[src/design/nfa_ram.sv]
// Generic simple dual-port RAM with one write port and one registered read port.
module nfa_ram #(
	parameter int WIDTH = 32,
	parameter int DEPTH = 64,
	localparam int AW = (DEPTH > 1) ? $clog2(DEPTH) : 1
) (
	input  logic             clk,
	input  logic             we,
	input  logic [AW-1:0]    waddr,
	input  logic [WIDTH-1:0] wdata,
	input  logic [AW-1:0]    raddr,
	output logic [WIDTH-1:0] rdata
);

	logic [WIDTH-1:0] mem [DEPTH];
	logic [WIDTH-1:0] rdata_q;

	always_ff @(posedge clk) begin
		if (we) begin
			mem[waddr] <= wdata;
		end
		rdata_q <= mem[raddr];
	end

	assign rdata = rdata_q;

endmodule

[config.mk]
export PLATFORM = sky130hd
export DESIGN_NAME = nfa_ram
export DESIGN_NICKNAME = d
export VERILOG_FILES = /design/src/design/nfa_ram.sv
export SDC_FILE = /design/constraint.sdc
export NUM_CORES = 2
export LEC_CHECK = 0
export BUFFER_PORTS_ARGS = -buffer_cell sky130_fd_sc_hd__buf_4
export CAP_MARGIN = 20
export CORE_MARGIN = 4
export CORE_UTILIZATION = 70
export CTS_BUF_LIST = sky130_fd_sc_hd__clkbuf_2
export CTS_CLUSTER_DIAMETER = 100
export DETAILED_ROUTE_END_ITERATION = 7
export PLACE_DENSITY = 0.95
export SYNTH_ARGS = -nofsm -noshare
export SYNTH_HDL_FRONTEND = slang
export SYNTH_SLANG_ARGS = --single-unit
[constraint.sdc]
create_clock -name clk -period 10.9 [get_ports clk]
set_clock_uncertainty 0.15 [all_clocks]
set_input_delay 1.635 -clock clk [delete_from_list [all_inputs] [get_ports clk]]
set_output_delay 1.635 -clock clk [all_outputs]
set_load 0.01 [all_outputs]
==> flow_metrics.env <==
export IMPL_synthMuxAreaShare=0.168
export IMPL_drtAntennaViolNets=0
export IMPL_overflow=0
export IMPL_wl_um=241000
export IMPL_fp_dieW_um=343
export IMPL_max_freq_mhz=214
export IMPL_grtUsageTotal=0.423
export IMPL_crit_type="in -> reg"
export IMPL_synth_compound_area_frac=0.0167
export IMPL_dp_hpwl_um=129000
export IMPL_hold_buffers=0
export IMPL_final_layout_size_suffix_gt1_frac=0.370
export IMPL_fin_nets=3848
export IMPL_num_vias=43901
export IMPL_p_switching_mw=3.75
export IMPL_peakVddDrop_mv=0.105
export IMPL_clockBufferDepth=4
export IMPL_p_int_mw=11.0
export IMPL_status="complete, but fails checks"
export IMPL_drcViolationCount=1
export IMPL_io_pins=78
export IMPL_cts_resized_gates=0
export IMPL_tns_ns=0
export IMPL_post_cts_buffers=0
export IMPL_dp_cells=4802
export IMPL_worstPathArrival_ns=6.13
export IMPL_synth_simple_gate_area_frac=0.0127
export IMPL_design_die_area_um2=118000
export IMPL_slew_headroom=0.238
export IMPL_finalCritPeriodShare=0.430
export IMPL_cts_made_buffers=484
export IMPL_gp_congestion=0.836
export IMPL_grt_start_max_net_pins=124
export IMPL_ys_ff_latch=2080
export IMPL_initialDrtViolationCount=9328
export IMPL_synthTopCellsByArea="edfxtp_1, mux4_2, mux2i_1, dfxtp_1, o22ai_1"
export IMPL_async_flop_share=0
export IMPL_worst_skew_pair_late_latency_ns=1.82
export IMPL_n_fill_cell=5117
export IMPL_cap_violations=0
export IMPL_rows=122
export IMPL_ys_warnings_count=0
export IMPL_netlist_instances=3324
export IMPL_finalMaxSlewViolations=0
export IMPL_core_um2=111000
export IMPL_htree_levels=5
export IMPL_powerDensity_nw_per_um2=172
export IMPL_synthXorXnorAreaFrac=0
export IMPL_syn_mean_instance_area_um2=23.6
export IMPL_critPathLaunchType="input pin"
export IMPL_yosysMostFrequentCell="edfxtp_1"
export IMPL_hp_class="in -> reg"
export IMPL_p_seq_frac=0.601
export IMPL_cts_root_buffer="clkbuf_2"
export IMPL_netlist_area_um2=78500
export IMPL_wl_per_cell_um=42.3
export IMPL_dr_pass1_iters=8
export IMPL_critPathMaxFanout=123
export IMPL_tightest_slew_ns=1.14
export IMPL_yosys_cell_types_count=34
export IMPL_grt_pass1_wl_um=336000
export IMPL_synthAdderAreaFrac=0
export IMPL_clk_pin_slew_ns=0.12
export IMPL_sw_frac_of_total=0.254
export IMPL_initial_utilization=0.708
export IMPL_cts_tree="built"
export IMPL_p_comb_frac=0.057
export IMPL_die_y_um=343
export IMPL_hold_viol=0
export IMPL_area_growth_pct=9.25
export IMPL_synth_flop_cell="edfxtp_1"
export IMPL_final_cells=5695
export IMPL_synth_fp_nets=3370
export IMPL_grt_pass1_vias=44786
export IMPL_cp_data_required_time_ns=12.35
export IMPL_yosys_top_cells_count="edfxtp_1, mux4_2, nor2_1"
export IMPL_yosysTopAreaCell="edfxtp_1"
export IMPL_synth_seq_area_share=0.791
export IMPL_port_buffers=77
export IMPL_synth_edf_count=2048
export IMPL_rsz0062_at_grt="false"
export IMPL_cts_sinks=2080
export IMPL_synth_top_area_share=0.783
export IMPL_violations="design-rule violations"
export IMPL_leakage_nw=27.6
export IMPL_synth_top_family_by_area="multiplexers"
export IMPL_end_kind="flip-flop"
export IMPL_final_setup_viol_count=0
export IMPL_vias_per_cell=7.71
export IMPL_finalCriticalPeriod_ns=4.68
export IMPL_pwr_share_clk=0.341
export IMPL_antenna_found_initial=32
export IMPL_hold_worst_slack_ns=0.218
-- path summary, 6_finish.rpt --
kind | slack, ns | depth (start not counted) | end | from
worst max-delay path | 6.22 | 7 | rdata[23] | raddr[1]
worst min-delay path | 0.22 | 1 | mem[20][22] | wdata[22]
worst max register to register | 7.74 | 4 | rdata[23] | mem[45][23]
worst min register to register | 0.64 | 4 | rdata[20] | mem[12][20]
-- per-layer routing --
layer,GRT usage,vias up,part of all wire
li1,-,15536,-
met1,0.514,21260,0.27
met4,0.306,14,0.092
met5,0.00940,-,0.00045
met3,0.174,1478,0.18
met2,0.621,5613,0.46
-- layout by cell type (no fill, tap or decap), types with 4 or more instances in the layout --
cell type / count
and3_1: 4
nor2b_1: 15
a311oi_1: 8
buf_12: 4
bufinv_16: 5
clkinv_4: 4
a22oi_1: 12
buf_4: 165
buf_8: 4
nor2_4: 62
nand3b_1: 5
nand2b_1: 6
mux4_2: 544
mux2i_1: 93
o221ai_1: 27
a21oi_1: 62
clkinv_2: 17
nand3_1: 5
o32ai_1: 4
clkinvlp_4: 4
o22ai_1: 84
nand2_1: 26
diode_2: 23
nor3_1: 5
edfxtp_1: 2048
nor2_1: 75
clkbuf_2: 726
a41o_1: 4
clkinv_1: 110
dfxtp_1: 32
-- flip-flops by register name (all words and copies together) (netlist names) --
register	cells
mem	2048
rdata	32
-- power by group through the flow --
stage | sequential [mW] | combinational (mW) | clock [mW]
final | 8.89 | 0.847 | 5.05
after global routing | 8.90 | 0.859 | 5.49
after CTS | 8.89 | 0.809 | 5.02
after detailed placement | 9.07 | 0.797 | 0
after global placement | 9.06 | 0.735 | 0
after floorplan | 9.05 | 0.431 | 0
-- final cells by class --
type	count	area [um^2]	area share
clock inverter	142	726	0.00846
multi-input combinational	1062	16000	0.186
clock buffer	726	3630	0.0424
sequential	2080	62100	0.724
antenna	23	57.6	0.000671
timing repair buffer	174	1390	0.0162
tap	1488	1860	0.0217
-- worst max-delay path: stages --
cell and delay [ns]:
buf_8 0.58, buf_12 0.70, buf_4 0.76, mux4_2 0.48
mux4_2 0.54, o22ai_1 0.86, nor2_1 0.34
-- logic make-up (layout without fill, tap and decap cells) --
family | Yosys count | after routing
flip-flops | 2080 | 2080
multiplexers | 637 | 637
AND/OR/NAND/NOR | 223 | 223
AO/OA/AOI/OAI | 202 | 202
buffers and inverters | 182 | 1042
other | 0 | 23
-- per-stage QoR --
step	setup slack, ns	utilization	power [mW]	instance area, um^2
2_1_floorplan	5.96	-	9.48	78500
3_3_place_gp	4.95	0.733	9.80	81300
3_5_place_dp	4.80	0.733	9.87	81300
4_1_cts	6.45	0.772	14.7	85700
5_1_grt	6.22	0.773	15.2	85700
6_report	6.22	0.773	14.8	85800
No activity file was read; power rests on OpenSTA's default activity.
