## src/design/nfa_pkg.sv

```systemverilog
// Shared types and constants of the next-fit block allocator.
package nfa_pkg;

	localparam int NFA_MAX_BLOCKS = 64;

	typedef enum logic [1:0] {
		MODE_LOAD  = 2'd0,
		MODE_ALLOC = 2'd1,
		MODE_DUMP  = 2'd2
	} mode_t;

	typedef enum logic [2:0] {
		STAT_GRANTED   = 3'd0,
		STAT_NO_FIT    = 3'd1,
		STAT_LOADED    = 3'd2,
		STAT_REJECTED  = 3'd3,
		STAT_DUMP_ITEM = 3'd4,
		STAT_DUMP_NONE = 3'd5
	} status_t;

	typedef enum logic [2:0] {
		ST_IDLE,
		ST_LOAD_LINK,
		ST_A_HEAD,
		ST_A_WALK,
		ST_D_HEAD,
		ST_D_WALK,
		ST_D_FLUSH
	} state_t;

	typedef struct packed {
		logic        valid;
		status_t     status;
		logic [31:0] addr;
		logic [31:0] size;
		logic        last;
	} res_t;

endpackage

```

## src/design/nfa_ctrl.sv

```systemverilog
// Sequencer that loads, walks and updates the circular free list held in the RAMs.
module nfa_ctrl import nfa_pkg::*; #(
	parameter int MAX_BLOCKS = NFA_MAX_BLOCKS,
	localparam int IW = $clog2(MAX_BLOCKS),
	localparam int CW = $clog2(MAX_BLOCKS + 1)
) (
	input  logic          clk,
	input  logic          arst_n,
	input  logic          start,
	output logic          busy,
	input  logic [1:0]    mode,
	input  logic [31:0]   block_address,
	input  logic [31:0]   amount,
	output res_t          res,
	output logic          data_we,
	output logic [IW-1:0] data_waddr,
	output logic [63:0]   data_wdata,
	output logic [IW-1:0] data_raddr,
	input  logic [63:0]   data_rdata,
	output logic          link_we,
	output logic [IW-1:0] link_waddr,
	output logic [IW-1:0] link_wdata,
	output logic [IW-1:0] link_raddr,
	input  logic [IW-1:0] link_rdata
);

	state_t        state_q, state_d;
	logic [CW-1:0] loaded_q, loaded_d;
	logic [CW-1:0] live_q, live_d;
	logic          open_q, open_d;
	logic [IW-1:0] rover_q, rover_d;
	logic [IW-1:0] cur_q, cur_d;
	logic [IW-1:0] prev_q, prev_d;
	logic [CW-1:0] cnt_q, cnt_d;
	logic [31:0]   amt_q, amt_d;
	logic          pend_q, pend_d;
	logic [31:0]   pend_addr_q, pend_addr_d;
	logic [31:0]   pend_size_q, pend_size_d;

	logic [31:0]   rd_addr;
	logic [31:0]   rd_size;
	logic [31:0]   rem;
	logic          fits;
	logic          walk_end;
	logic [IW-1:0] new_idx;

	assign rd_addr  = data_rdata[63:32];
	assign rd_size  = data_rdata[31:0];
	assign fits     = (rd_size >= amt_q);
	assign rem      = rd_size - amt_q;
	assign walk_end = (cnt_q == (live_q - CW'(1)));
	assign new_idx  = loaded_q[IW-1:0];
	assign busy     = (state_q != ST_IDLE);

	always_ff @(posedge clk or negedge arst_n) begin
		if (!arst_n) begin
			state_q <= ST_IDLE;
		end else begin
			state_q <= state_d;
		end
	end

	always_ff @(posedge clk or negedge arst_n) begin
		if (!arst_n) begin
			loaded_q <= '0;
			live_q   <= '0;
			open_q   <= 1'b1;
			rover_q  <= '0;
			cnt_q    <= '0;
			pend_q   <= 1'b0;
		end else begin
			loaded_q <= loaded_d;
			live_q   <= live_d;
			open_q   <= open_d;
			rover_q  <= rover_d;
			cnt_q    <= cnt_d;
			pend_q   <= pend_d;
		end
	end

	always_ff @(posedge clk) begin
		cur_q       <= cur_d;
		prev_q      <= prev_d;
		amt_q       <= amt_d;
		pend_addr_q <= pend_addr_d;
		pend_size_q <= pend_size_d;
	end

	always_comb begin
		state_d     = state_q;
		loaded_d    = loaded_q;
		live_d      = live_q;
		open_d      = open_q;
		rover_d     = rover_q;
		cur_d       = cur_q;
		prev_d      = prev_q;
		cnt_d       = cnt_q;
		amt_d       = amt_q;
		pend_d      = pend_q;
		pend_addr_d = pend_addr_q;
		pend_size_d = pend_size_q;
		res         = '0;
		data_we     = 1'b0;
		data_waddr  = cur_q;
		data_wdata  = {rd_addr, rem};
		data_raddr  = link_rdata;
		link_we     = 1'b0;
		link_waddr  = prev_q;
		link_wdata  = link_rdata;
		link_raddr  = link_rdata;
		case (state_q)
			ST_IDLE: begin
				link_raddr = rover_q;
				data_raddr = rover_q;
				if (start) begin
					case (mode)
						MODE_LOAD: begin
							if (!open_q || (loaded_q >= CW'(MAX_BLOCKS))) begin
								res.valid  = 1'b1;
								res.status = STAT_REJECTED;
								res.last   = 1'b1;
							end else begin
								data_we    = 1'b1;
								data_waddr = new_idx;
								data_wdata = {block_address, amount};
								link_we    = 1'b1;
								link_waddr = new_idx;
								link_wdata = '0;
								cur_d      = new_idx;
								rover_d    = new_idx;
								loaded_d   = loaded_q + CW'(1);
								live_d     = live_q + CW'(1);
								state_d    = ST_LOAD_LINK;
							end
						end
						MODE_ALLOC: begin
							open_d = 1'b0;
							amt_d  = amount;
							if (live_q == '0) begin
								res.valid  = 1'b1;
								res.status = STAT_NO_FIT;
								res.last   = 1'b1;
							end else begin
								prev_d  = rover_q;
								cnt_d   = '0;
								state_d = ST_A_HEAD;
							end
						end
						MODE_DUMP: begin
							pend_d = 1'b0;
							cnt_d  = '0;
							if (live_q == '0) begin
								state_d = ST_D_FLUSH;
							end else begin
								state_d = ST_D_HEAD;
							end
						end
						default: begin
						end
					endcase
				end
			end
			ST_LOAD_LINK: begin
				if (cur_q != '0) begin
					link_we    = 1'b1;
					link_waddr = cur_q - IW'(1);
					link_wdata = cur_q;
				end
				res.valid  = 1'b1;
				res.status = STAT_LOADED;
				res.last   = 1'b1;
				state_d    = ST_IDLE;
			end
			ST_A_HEAD: begin
				cur_d   = link_rdata;
				state_d = ST_A_WALK;
			end
			ST_A_WALK: begin
				if (fits) begin
					res.valid  = 1'b1;
					res.status = STAT_GRANTED;
					res.addr   = rd_addr;
					res.size   = rem;
					res.last   = 1'b1;
					if (rem != '0) begin
						data_we = 1'b1;
						rover_d = prev_q;
					end else if (live_q == CW'(1)) begin
						data_we    = 1'b1;
						data_wdata = {rd_addr, 32'd0};
						live_d     = '0;
					end else begin
						link_we = 1'b1;
						rover_d = prev_q;
						live_d  = live_q - CW'(1);
					end
					state_d = ST_IDLE;
				end else if (walk_end) begin
					res.valid  = 1'b1;
					res.status = STAT_NO_FIT;
					res.last   = 1'b1;
					state_d    = ST_IDLE;
				end else begin
					prev_d = cur_q;
					cur_d  = link_rdata;
					cnt_d  = cnt_q + CW'(1);
				end
			end
			ST_D_HEAD: begin
				cur_d   = link_rdata;
				state_d = ST_D_WALK;
			end
			ST_D_WALK: begin
				if (rd_size != '0) begin
					if (pend_q) begin
						res.valid  = 1'b1;
						res.status = STAT_DUMP_ITEM;
						res.addr   = pend_addr_q;
						res.size   = pend_size_q;
					end
					pend_d      = 1'b1;
					pend_addr_d = rd_addr;
					pend_size_d = rd_size;
				end
				if (walk_end) begin
					state_d = ST_D_FLUSH;
				end else begin
					cur_d = link_rdata;
					cnt_d = cnt_q + CW'(1);
				end
			end
			ST_D_FLUSH: begin
				res.valid = 1'b1;
				res.last  = 1'b1;
				if (pend_q) begin
					res.status = STAT_DUMP_ITEM;
					res.addr   = pend_addr_q;
					res.size   = pend_size_q;
				end else begin
					res.status = STAT_DUMP_NONE;
				end
				state_d = ST_IDLE;
			end
			default: begin
				state_d = ST_IDLE;
			end
		endcase
	end

`ifndef SYNTHESIS
	a_live_le_loaded: assert property (@(posedge clk) disable iff (!arst_n)
		live_q <= loaded_q)
		else $error("More live blocks than loaded slots.");

	a_loaded_bound: assert property (@(posedge clk) disable iff (!arst_n)
		loaded_q <= CW'(MAX_BLOCKS))
		else $error("Loaded count exceeds capacity.");

	a_closed_stays: assert property (@(posedge clk) disable iff (!arst_n)
		!open_q |=> !open_q)
		else $error("Loading reopened after an allocate.");

	a_walk_bound: assert property (@(posedge clk) disable iff (!arst_n)
		(state_q == ST_A_WALK || state_q == ST_D_WALK) |-> (cnt_q < live_q))
		else $error("List walk ran past the live blocks.");

	a_one_write: assert property (@(posedge clk) disable iff (!arst_n)
		(state_q == ST_A_WALK) |-> !(data_we && link_we))
		else $error("Allocate updated both size and link.");
`endif

endmodule

```

## config.mk

```make
export PLATFORM = sky130hd
export DESIGN_NAME = nfa_ctrl
export DESIGN_NICKNAME = d
export VERILOG_FILES = /design/src/design/nfa_pkg.sv /design/src/design/nfa_ctrl.sv
export SDC_FILE = /design/constraint.sdc
export NUM_CORES = 1
export LEC_CHECK = 0
export ABC_AREA = 1
export CELL_PAD_IN_SITES_DETAIL_PLACEMENT = 1
export CELL_PAD_IN_SITES_GLOBAL_PLACEMENT = 1
export CORE_MARGIN = 1
export CORE_UTILIZATION = 46
export DETAILED_ROUTE_END_ITERATION = 12
export DONT_BUFFER_PORTS = 1
export PLACE_DENSITY_LB_ADDON = 0.1
export SLEW_MARGIN = 5
export SYNTH_ARGS = -nofsm -noshare
export SYNTH_HDL_FRONTEND = slang
export SYNTH_SLANG_ARGS = --single-unit
```

## constraint.sdc

```tcl
create_clock -name clk -period 5.4 [get_ports clk]
set_input_delay 1.08 -clock clk [delete_from_list [all_inputs] [get_ports clk]]
set_output_delay 1.08 -clock clk [all_outputs]
set_load 0.02 [all_outputs]
```

==> metrics, run 1 <==
Rows 57; Die X 159.7 um; maxcap violations 0; Worst EP arrival 3.92 ns; CP Max Fanout 5; Die Ht 159.7 um; Synthesis Warnings 0; static leakage 6.246 nW; # diodes 0; DR iter-0 viols 789; Routed Antenna Nets 0; cell count after placement 2034; root buffer cell clkbuf_16; Num CTS Buffers 17; setup bufs post-CTS 0; dominant cells by area after synthesis edfxtp_1 28%, nand2_1 16%, inv_1 11%; vias in the first global route 12070; CP Class input port to output pin; Slowest-stage cell, CP fa_1; Core Region 24320 um^2; initial antenna violation count 0; Area growth syn-to-layout 12.06%; Final Critical Period 5.003 ns; Die ar. 25500 um^2; area occupied by multi-input gates 5828 um^2; metal3 WL 2.773 mm; via count 11870; most frequent cell after synthesis nand2_1; CP Launch Type input port; top-area cell type share of the netlist area 28.36%; Starting Density 47.03%; Post-synth EDFFs 108; Reg clk slew, reported paths 0.07 ns; fin cells 2066; IO Pins 305; clk sinks 140; met1 WL 17.94 mm; period utilization 92.65%; critical path's largest stage delay 0.40 ns; routability cong. 0.9623; RSZ-0062 raised after global routing false; FF+latch area 4045 um^2; Setup TNS 0 ns; leading area contributor after synthesis edfxtp_1; post-cts repair resize count 0; Synth Area per Inst 6.784 um^2; layout cells sized above 1 10.39%; actual slew at the worst max-slew pin 1.065 ns; post-synthesis sequential area ratio 35.37%; Hold-fix buffers, CTS 0; crit-path cells inv_1 -> ha_1 -> fa_1 -> inv_1 -> nand2_1 -> nand2_1 -> nand2_1 -> inv_1 -> nand2_1 -> nand3_1 -> nand2_1 -> nand2_1 -> nand2_1 -> nand2_2 -> nand3_1 -> nor2_1 -> nand2_1 -> nor2_2 -> nand2_1 -> nor2_1 -> o21ai_0 -> buf_4; clk_lat worst skew 0.44 ns; most frequent cells after synthesis 499 x nand2_1, 339 x inv_1, 120 x o21ai_0; DRC 0; Max VDD drop 323.2 uV; CTS H-tree lvls 4; gate count after technology mapping 1686; Pre-antenna DRT Iters 5; CTS max path bufs 2; Top FF cell, synth edfxtp_1; largest net degree at the start of global routing 105; Worst setup EP type output pin; Hold Vio Cnt, Final 0; CTS tree done; Tot GR Track Use 35.28%; drt wl/cell 21.63 um; vias per inst 5.747; PD cells 445.8 nW/um^2; fill count 3223; count of state elements after synthesis 140; worst endpoint required time 4.32 ns; first-pass GRT wire length 68.95 mm; top layer in use met4; total gr overflow 0; FFs w/ async S/R, synth 22.86%; f_max 0.1999 GHz; Hold Path Class input port to asynchronous set/reset pin; most frequent CP cell nand2_1; PortBufs 0; WL final 44.68 mm; Final Max Tran Viols 0; Slew headroom 28.45%; met2 WL 22.09 mm; Final nets 1911; clock skew 0.01588 ns; Distinct cells, synth 60; Final setup viols 0; Net Count, Synth 1868; status finished, final reports clean; dpl hpwl 34.82 mm; post-synth design cell area 11440 um^2
## power breakdown
group          switching [mW]  internal [mW]
registers               0.118           1.36
logic                    2.17          0.780
clock network           0.545          0.741
total                    2.83           2.89
## registers in the layout (all words and copies together) (netlist names)
register / cells
pend_addr_q: 32
prev_q: 6
amt_q: 32
cnt_q: 7
loaded_q: 7
rover_q: 6
open_q: 1
live_q: 7
pend_q: 1
cur_q: 6
pend_size_q: 32
state_q: 3
## cells by family after synthesis
kind of cell / after synthesis / share of synthesized area [%]
AO/OA/AOI/OAI: 284 / 14.63
adder cells (fa/ha/maj): 43 / 4.770
buffers and inverters: 408 / 13.89
flip-flops: 140 / 35.37
XOR/XNOR: 20 / 1.532
AND/OR/NAND/NOR: 791 / 29.81
## placed cells by master, fill, tap and decap left out, types with 4 or more instances in the layout
master     count
a21oi_1       39
a31oi_1        4
buf_4         77
clkbuf_16     17
dfrtp_1       31
edfxtp_1     108
ha_1          42
inv_1        338
inv_2         14
inv_6          6
nand2_1      498
nand2_2       19
nand3_1       83
nand3_2        4
nand3b_1       4
nand4_1       15
nor2_1       110
nor2_2        15
nor3_1        13
nor3_2         4
nor4_1         9
o2111ai_1     10
o211ai_1      11
o21ai_0      120
o22ai_1       71
o31ai_1        5
xnor2_1        6
xor2_1        14
## final cells by class
| type | instances | share of cell area [%] |
|---|---|---|
| Sequential cell | 140 | 31.56 |
| Clock inverter | 13 | 1.386 |
| Multi-Input combinational cell | 1138 | 45.48 |
| Inverter | 354 | 10.37 |
| Clock buffer | 19 | 3.378 |
| Timing Repair Buffer | 78 | 4.667 |
| Tap cell | 324 | 3.163 |
## stage by stage
stage / instance area, um^2 / setup WS [ns] / utilization, % / hold WS (ns) / power (mW)
floorplan: 11440 / 0.6607 / - / 0.4276 / 3.509
global placement: 12210 / 0.4966 / 50.19 / 0.4427 / 4.322
detailed placement: 12210 / 0.4416 / 50.19 / 0.4523 / 4.383
CTS: 12820 / 0.4253 / 52.70 / 0.3149 / 5.682
global route: 12820 / 0.1042 / 52.70 / 0.3140 / 5.981
finish: 12820 / 0.3967 / 52.70 / 0.3225 / 5.714
## critical path: cells and delay by family
family | cells | cell delay [ns]
and+or+nand+nor | 15 | 1.63
adders and majority gates | 2 | 0.61
buffers and inverters | 4 | 0.47
AOI/OAI and AO/OA | 1 | 0.14
## worst paths after layout
path                                     to  depth (start not counted)  slack [ns]           from
min in group clk                     open_q                          2        0.46         open_q
max in group asynchronous            open_q                          0        4.89         arst_n
worst max register to register    live_q[2]                         12        1.80     state_q[0]
worst min-delay path            loaded_q[1]                          0        0.32         arst_n
worst max-delay path                data_we                         22        0.40  data_rdata[0]
worst min register to register       open_q                          2        0.46         open_q
## routing by layer
layer | global-route usage [%] | vias to the layer above
met4 | 16.78 | 0
li1 | - | 5511
met1 | 42.45 | 5800
met5 | 0 | -
met3 | 5.455 | 97
met2 | 61.61 | 465
(Power assumes the default switching activity.)
==> run 2, diff against run 1 <==
--- a/config.mk
+++ b/config.mk
@@ -9,7 +9,7 @@
 export CELL_PAD_IN_SITES_DETAIL_PLACEMENT = 1
 export CELL_PAD_IN_SITES_GLOBAL_PLACEMENT = 1
 export CORE_MARGIN = 1
-export CORE_UTILIZATION = 46
+export CORE_UTILIZATION = 41
 export DETAILED_ROUTE_END_ITERATION = 12
 export DONT_BUFFER_PORTS = 1
 export PLACE_DENSITY_LB_ADDON = 0.1
==> constraint.sdc (replaced) <==
create_clock -name clk -period 4.6 [get_ports clk]
set_input_delay 0.92 -clock clk [delete_from_list [all_inputs] [get_ports clk]]
set_output_delay 0.92 -clock clk [all_outputs]
set_load 0.02 [all_outputs]
==> run 2 against run 1 <==
  * Die area is 12% higher
  * Clock skew down 0.00053 ns
  * Global-route usage fell by 2.5 points
  * Largest power group unchanged
  * Critical endpoint is now res[46]
==> metrics, run 2 (same netlist as run 1, synthesis figures left out) <==
Core Region 27180 um^2; Rows 60; dpl hpwl 36.50 mm; vias per inst 5.537; RR Endpoint rover_q[4]; Setup TNS 0 ns; PortBufs 0; Tot GR Track Use 32.79%; drt wl/cell 21.54 um; cell count after placement 2124; initial antenna violation count 0; fin cells 2156; reg2reg path depth 10; CP Launch Type input port; PD cells 512.3 nW/um^2; Worst Setup EP res[46]; Slew headroom 22.48%; R2R setup slack 1.18 ns; period utilization 95.37%; Largest regs amt_q x32, pend_addr_q x32, pend_size_q x32; DRC 0; Die ar. 28570 um^2; setup bufs post-CTS 0; DR iter-0 viols 832; CP Max Fanout 33; clk_lat worst skew 0.45 ns; clk sinks 140; status finished, final reports clean; Pre-antenna DRT Iters 7; Final Max Tran Viols 0; start of the worst register-to-register path state_q[2]; # diodes 0; commonest non-fill, non-tap cell in the layout nand2_1; Hold Vio Cnt, Final 0; Reg clk slew, reported paths 0.08 ns; root buffer cell clkbuf_16; routability cong. 0.9478; CP Class input port to output pin; most frequent cells in the layout 497 x nand2_1, 336 x inv_1, 120 x o21ai_0; Final setup viols 0; IO Pins 305; Worst EP arrival 3.47 ns; Hold Path Class input port to asynchronous set/reset pin; CTS max path bufs 2; Die X 169.0 um; f_max 0.2279 GHz; CTS tree done; first-pass GRT wire length 70.70 mm; Final Critical Period 4.387 ns; Final nets 1953; Final Util 48.72%; clock skew 0.01535 ns; largest net degree at the start of global routing 65; maxcap violations 0; RSZ-0062 raised after global routing false; Num CTS Buffers 17; Starting Density 42.09%; total gr overflow 0; Area growth syn-to-layout 15.77%; actual slew at the worst max-slew pin 1.151 ns; via count 11940; Max VDD drop 256.6 uV; Worst setup EP type output pin; Critical path origin data_rdata[0]; CTS H-tree lvls 4; static leakage 6.488 nW; Routed Antenna Nets 0; Die Ht 169.0 um; layout cells sized above 1 13.12%; worst endpoint required time 3.68 ns; vias in the first global route 12120; WL final 46.45 mm
[run 2: changes by cell type in the layout (fill, tap and decap cells not counted), sizes merged]
cell	delta
buf	+42
bufinv	-3
clkbuf	-2
clkinv	+5
clkinvlp	-1
inv	+1
[run 2: report_power, final]
group	total [mW]	leakage [nW]	internal [mW]	switching (mW)
Sequential	1.74	1.38	1.60	0.136
Combinational	3.55	4.82	0.998	2.55
Clock	1.49	0.295	0.742	0.752
[run 2: worst min path at each step]
stage	from	endpoint	slack [ns]	depth (start not counted)
detailed placement	loaded_q[6]	loaded_q[6]	0.45	2
finish	arst_n	cnt_q[1]	0.16	0
floorplan	loaded_q[6]	loaded_q[6]	0.43	2
global route	arst_n	live_q[0]	0.14	0
CTS	arst_n	cnt_q[1]	0.15	0
global placement	open_q	open_q	0.44	2
[run 2: final cells by class]
class | instances | area [um^2]
well taps | 372 | 465.4
inverters | 354 | 1329
clock buffers | 17 | 425.4
multi-input cells | 1138 | 5863
repair buffers | 120 | 925.9
fillers | 3596 | 13930
flip-flops and latches | 140 | 4045
clock inverters | 15 | 187.7
[run 2: worst max-delay path, stage by stage]
cell,delay [ns]
inv_1,0.04
ha_1,0.20
fa_1,0.42
inv_2,0.09
nand2_1,0.05
nand2_1,0.08
nand3_1,0.12
nand2_1,0.16
nand2_1,0.08
nand2_1,0.09
nand2_1,0.07
nand3_2,0.14
nand2_2,0.17
buf_4,0.31
o22ai_1,0.51
[run 2: per-layer routing]
| metal | part of all wire, % | up-vias | GRT usage (%) |
|---|---|---|---|
| li1 | - | 5596 | - |
| met1 | 40 | 5820 | 39.80 |
| met2 | 50 | 431 | 56.85 |
| met3 | 7.0 | 91 | 7.295 |
| met4 | 3.0 | 0 | 11.87 |
| met5 | 0 | - | 0 |
[run 2: what timing repair did]
item                                    CTS  global route
resized for setup                         1             9
endpoints found under the setup margin    1             4
hold buffers                              0             0
[run 2: per-stage QoR]
stage          area, um^2  power [mW]  hold WS [ns]  setup slack (ns)
3_3_place_gp        12590       5.225        0.4420           0.03966
4_1_cts             13210       6.779        0.1461           0.04980
6_report            13240       6.783        0.1557            0.2129
2_1_floorplan       11440       4.119        0.4276           0.02068
3_5_place_dp        12590       5.280        0.4499           0.04279
5_1_grt             13240       7.138        0.1387           0.02022
==> run 3, diff against run 2 <==
--- a/config.mk
+++ b/config.mk
@@ -6,10 +6,11 @@
 export NUM_CORES = 1
 export LEC_CHECK = 0
 export ABC_AREA = 1
-export CELL_PAD_IN_SITES_DETAIL_PLACEMENT = 1
-export CELL_PAD_IN_SITES_GLOBAL_PLACEMENT = 1
+export CAP_MARGIN = 15
+export CELL_PAD_IN_SITES_DETAIL_PLACEMENT = 0
+export CELL_PAD_IN_SITES_GLOBAL_PLACEMENT = 2
 export CORE_MARGIN = 1
-export CORE_UTILIZATION = 41
+export CORE_UTILIZATION = 31
 export DETAILED_ROUTE_END_ITERATION = 12
 export DONT_BUFFER_PORTS = 1
 export PLACE_DENSITY_LB_ADDON = 0.1
==> run 3 against run 2 <==
  * Final cell count increased by 5.8%
  * Largest power group unchanged
  * Critical path depth unchanged
  * Critical endpoint is now data_we
  * Wire length down 0.33%
  * Power increased by 0.66%
  * Worst setup slack gained 0.0039 ns
  * Highest routed layer unchanged
  * Sequential power about the same
  * Maximum frequency barely moved
  * Sequential share of layout area shrank 0.86 points
  * Combinational power increased by 3%
  * Die area increased by 32%
  * Clock skew decreased by 0.00099 ns
  * Final area is 2.9% higher
==> metrics, run 3 (same netlist as run 1, synthesis figures left out) <==
layout cells sized above 1 15.05%; Final Max Tran Viols 0; PortBufs 0; Worst setup EP type output pin; maxcap violations 0; Tot GR Track Use 24.59%; combinational fraction of design power 53.7%; f_max 0.2281 GHz; vias in the first global route 11020; Setup Slack @ Placement -0.01153 ns; via count 11450; Num CTS Buffers 17; critical path's largest stage delay 0.40 ns; start of the worst register-to-register path amt_q[23]; Rows 69; most frequent cells in the layout 496 x nand2_1, 336 x inv_1, 155 x buf_4; PD cells 501.2 nW/um^2; Pre-antenna DRT Iters 5; DR iter-0 viols 792; Reg clk slew, reported paths 0.07 ns; Final setup viols 0; WL final 46.30 mm; commonest non-fill, non-tap cell in the layout nand2_1; Slowest-stage cell, CP ha_1; setup bufs post-CTS 0; static leakage 6.661 nW; CP Class input port to output pin; WP buf/inv 3; Core Region 35910 um^2; largest net degree at the start of global routing 69; final setup margin 0.2169 ns; clock power share 21.0%; Final nets 1990; Area growth syn-to-layout 19.12%; Die X 194.1 um; clk_lat worst skew 0.45 ns; CTS max path bufs 2; Hold Path Class input port to asynchronous set/reset pin; period utilization 95.29%; clock skew 0.01436 ns; status finished, final reports clean; fill count 3921; vias per inst 5.017; dpl hpwl 36.62 mm; Sw Ratio 48.65%; internal cell power 3.506 mW; Die Ht 194.1 um; Final Critical Period 4.383 ns; Starting Density 31.85%; IO Pins 305; CP Max Fanout 5; sequential group share of total power 25.3%; Max VDD drop 303.3 uV; Routed Antenna Nets 0; routability cong. 0.8789; CTS H-tree lvls 4; clk sinks 140; root buffer cell clkbuf_16; delay-heaviest family, CP simple AND/OR/NAND/NOR gates; Largest regs amt_q x32, pend_addr_q x32, pend_size_q x32; Die ar. 37670 um^2; Hold Vio Cnt, Final 0; first-pass GRT wire length 69.26 mm; hold_ws 0.1566 ns; # diodes 0; Critical path origin data_rdata[25]; Hold-fix buffers, CTS 0; drt wl/cell 20.29 um; worst endpoint required time 3.68 ns; DRC 0; Worst EP arrival 3.46 ns; Slew headroom 31.51%; crit-path cells ha_1 -> nand2_1 -> inv_1 -> nand2_1 -> nor3_1 -> nand3_1 -> nand3_1 -> xnor2_1 -> nand3_1 -> nor2_4 -> nand2_1 -> nor2_4 -> buf_4 -> o21ai_0 -> buf_4; CTS tree done; initial antenna violation count 0; total gr overflow 0; CP Launch Type input port; Switch Pwr 3.322 mW; actual slew at the worst max-slew pin 1.027 ns
run 3: cell types whose count changed in the layout (fill, tap and decap cells not counted), moves of 3 or more:
| cell | delta |
|---|---|
| nor2_1 | -3 |
| inv_8 | -5 |
| buf_4 | +37 |
| clkinv_4 | +4 |
| clkinv_8 | -6 |
| clkbuf_1 | +3 |
run 3: layer usage:
layer  GRT usage (%)  part of all wire, %  vias to the layer above
li1                -                    -                     5671
met1           32.77                   46                     5422
met2           39.56                   46                      313
met3           5.392                  6.0                       43
met4           7.554                  2.1                        0
met5               0                    0                        -
run 3: path summary, 6_finish.rpt:
path | to | slack, ns | cells after the start
max | data_we | 0.22 | 15
max in group asynchronous | open_q | 4.26 | 0
min in group clk | open_q | 0.45 | 2
min | rover_q[4] | 0.16 | 0
max reg2reg | prev_q[2] | 1.36 | 13
min reg2reg | open_q | 0.45 | 2
run 3: final cells by class:
type	count	area, um^2	share of cell area (%)
multi-input combinational	1138	5881	43.16
timing repair buffer	157	1204	8.835
sequential	140	4045	29.69
tap	461	576.8	4.234
clock buffer	22	486.7	3.572
clock inverter	10	101.3	0.7439
inverter	354	1330	9.762
run 3: metrics by stage:
stage / std cells / TNS [ns] / util [%] / instance area, um^2 / total power, mW
detailed placement: 2250 / -0.01153 / 36.15 / 12980 / 5.423
floorplan: 1686 / 0 / - / 11440 / 4.119
finish: 2282 / 0 / 37.94 / 13620 / 6.828
global route: 2282 / -0.004182 / 37.94 / 13620 / 7.268
CTS: 2282 / 0 / 37.80 / 13570 / 6.879
global placement: 2250 / -0.04282 / 36.15 / 12980 / 5.420
run 3: power groups by stage:
stage               combinational (mW)  sequential, mW  clock, mW
finish                            3.67            1.73       1.43
global route                      4.01            1.75       1.51
CTS                               3.69            1.72       1.47
detailed placement                3.67            1.75          0
global placement                  3.67            1.75          0
floorplan                         2.40            1.72          0
run 3: repair_timing:
action                                  CTS  global route
hold endpoints to repair                  0             0
endpoints found under the setup margin    1             4
cloned                                    0             0
gates resized for setup                   1            16
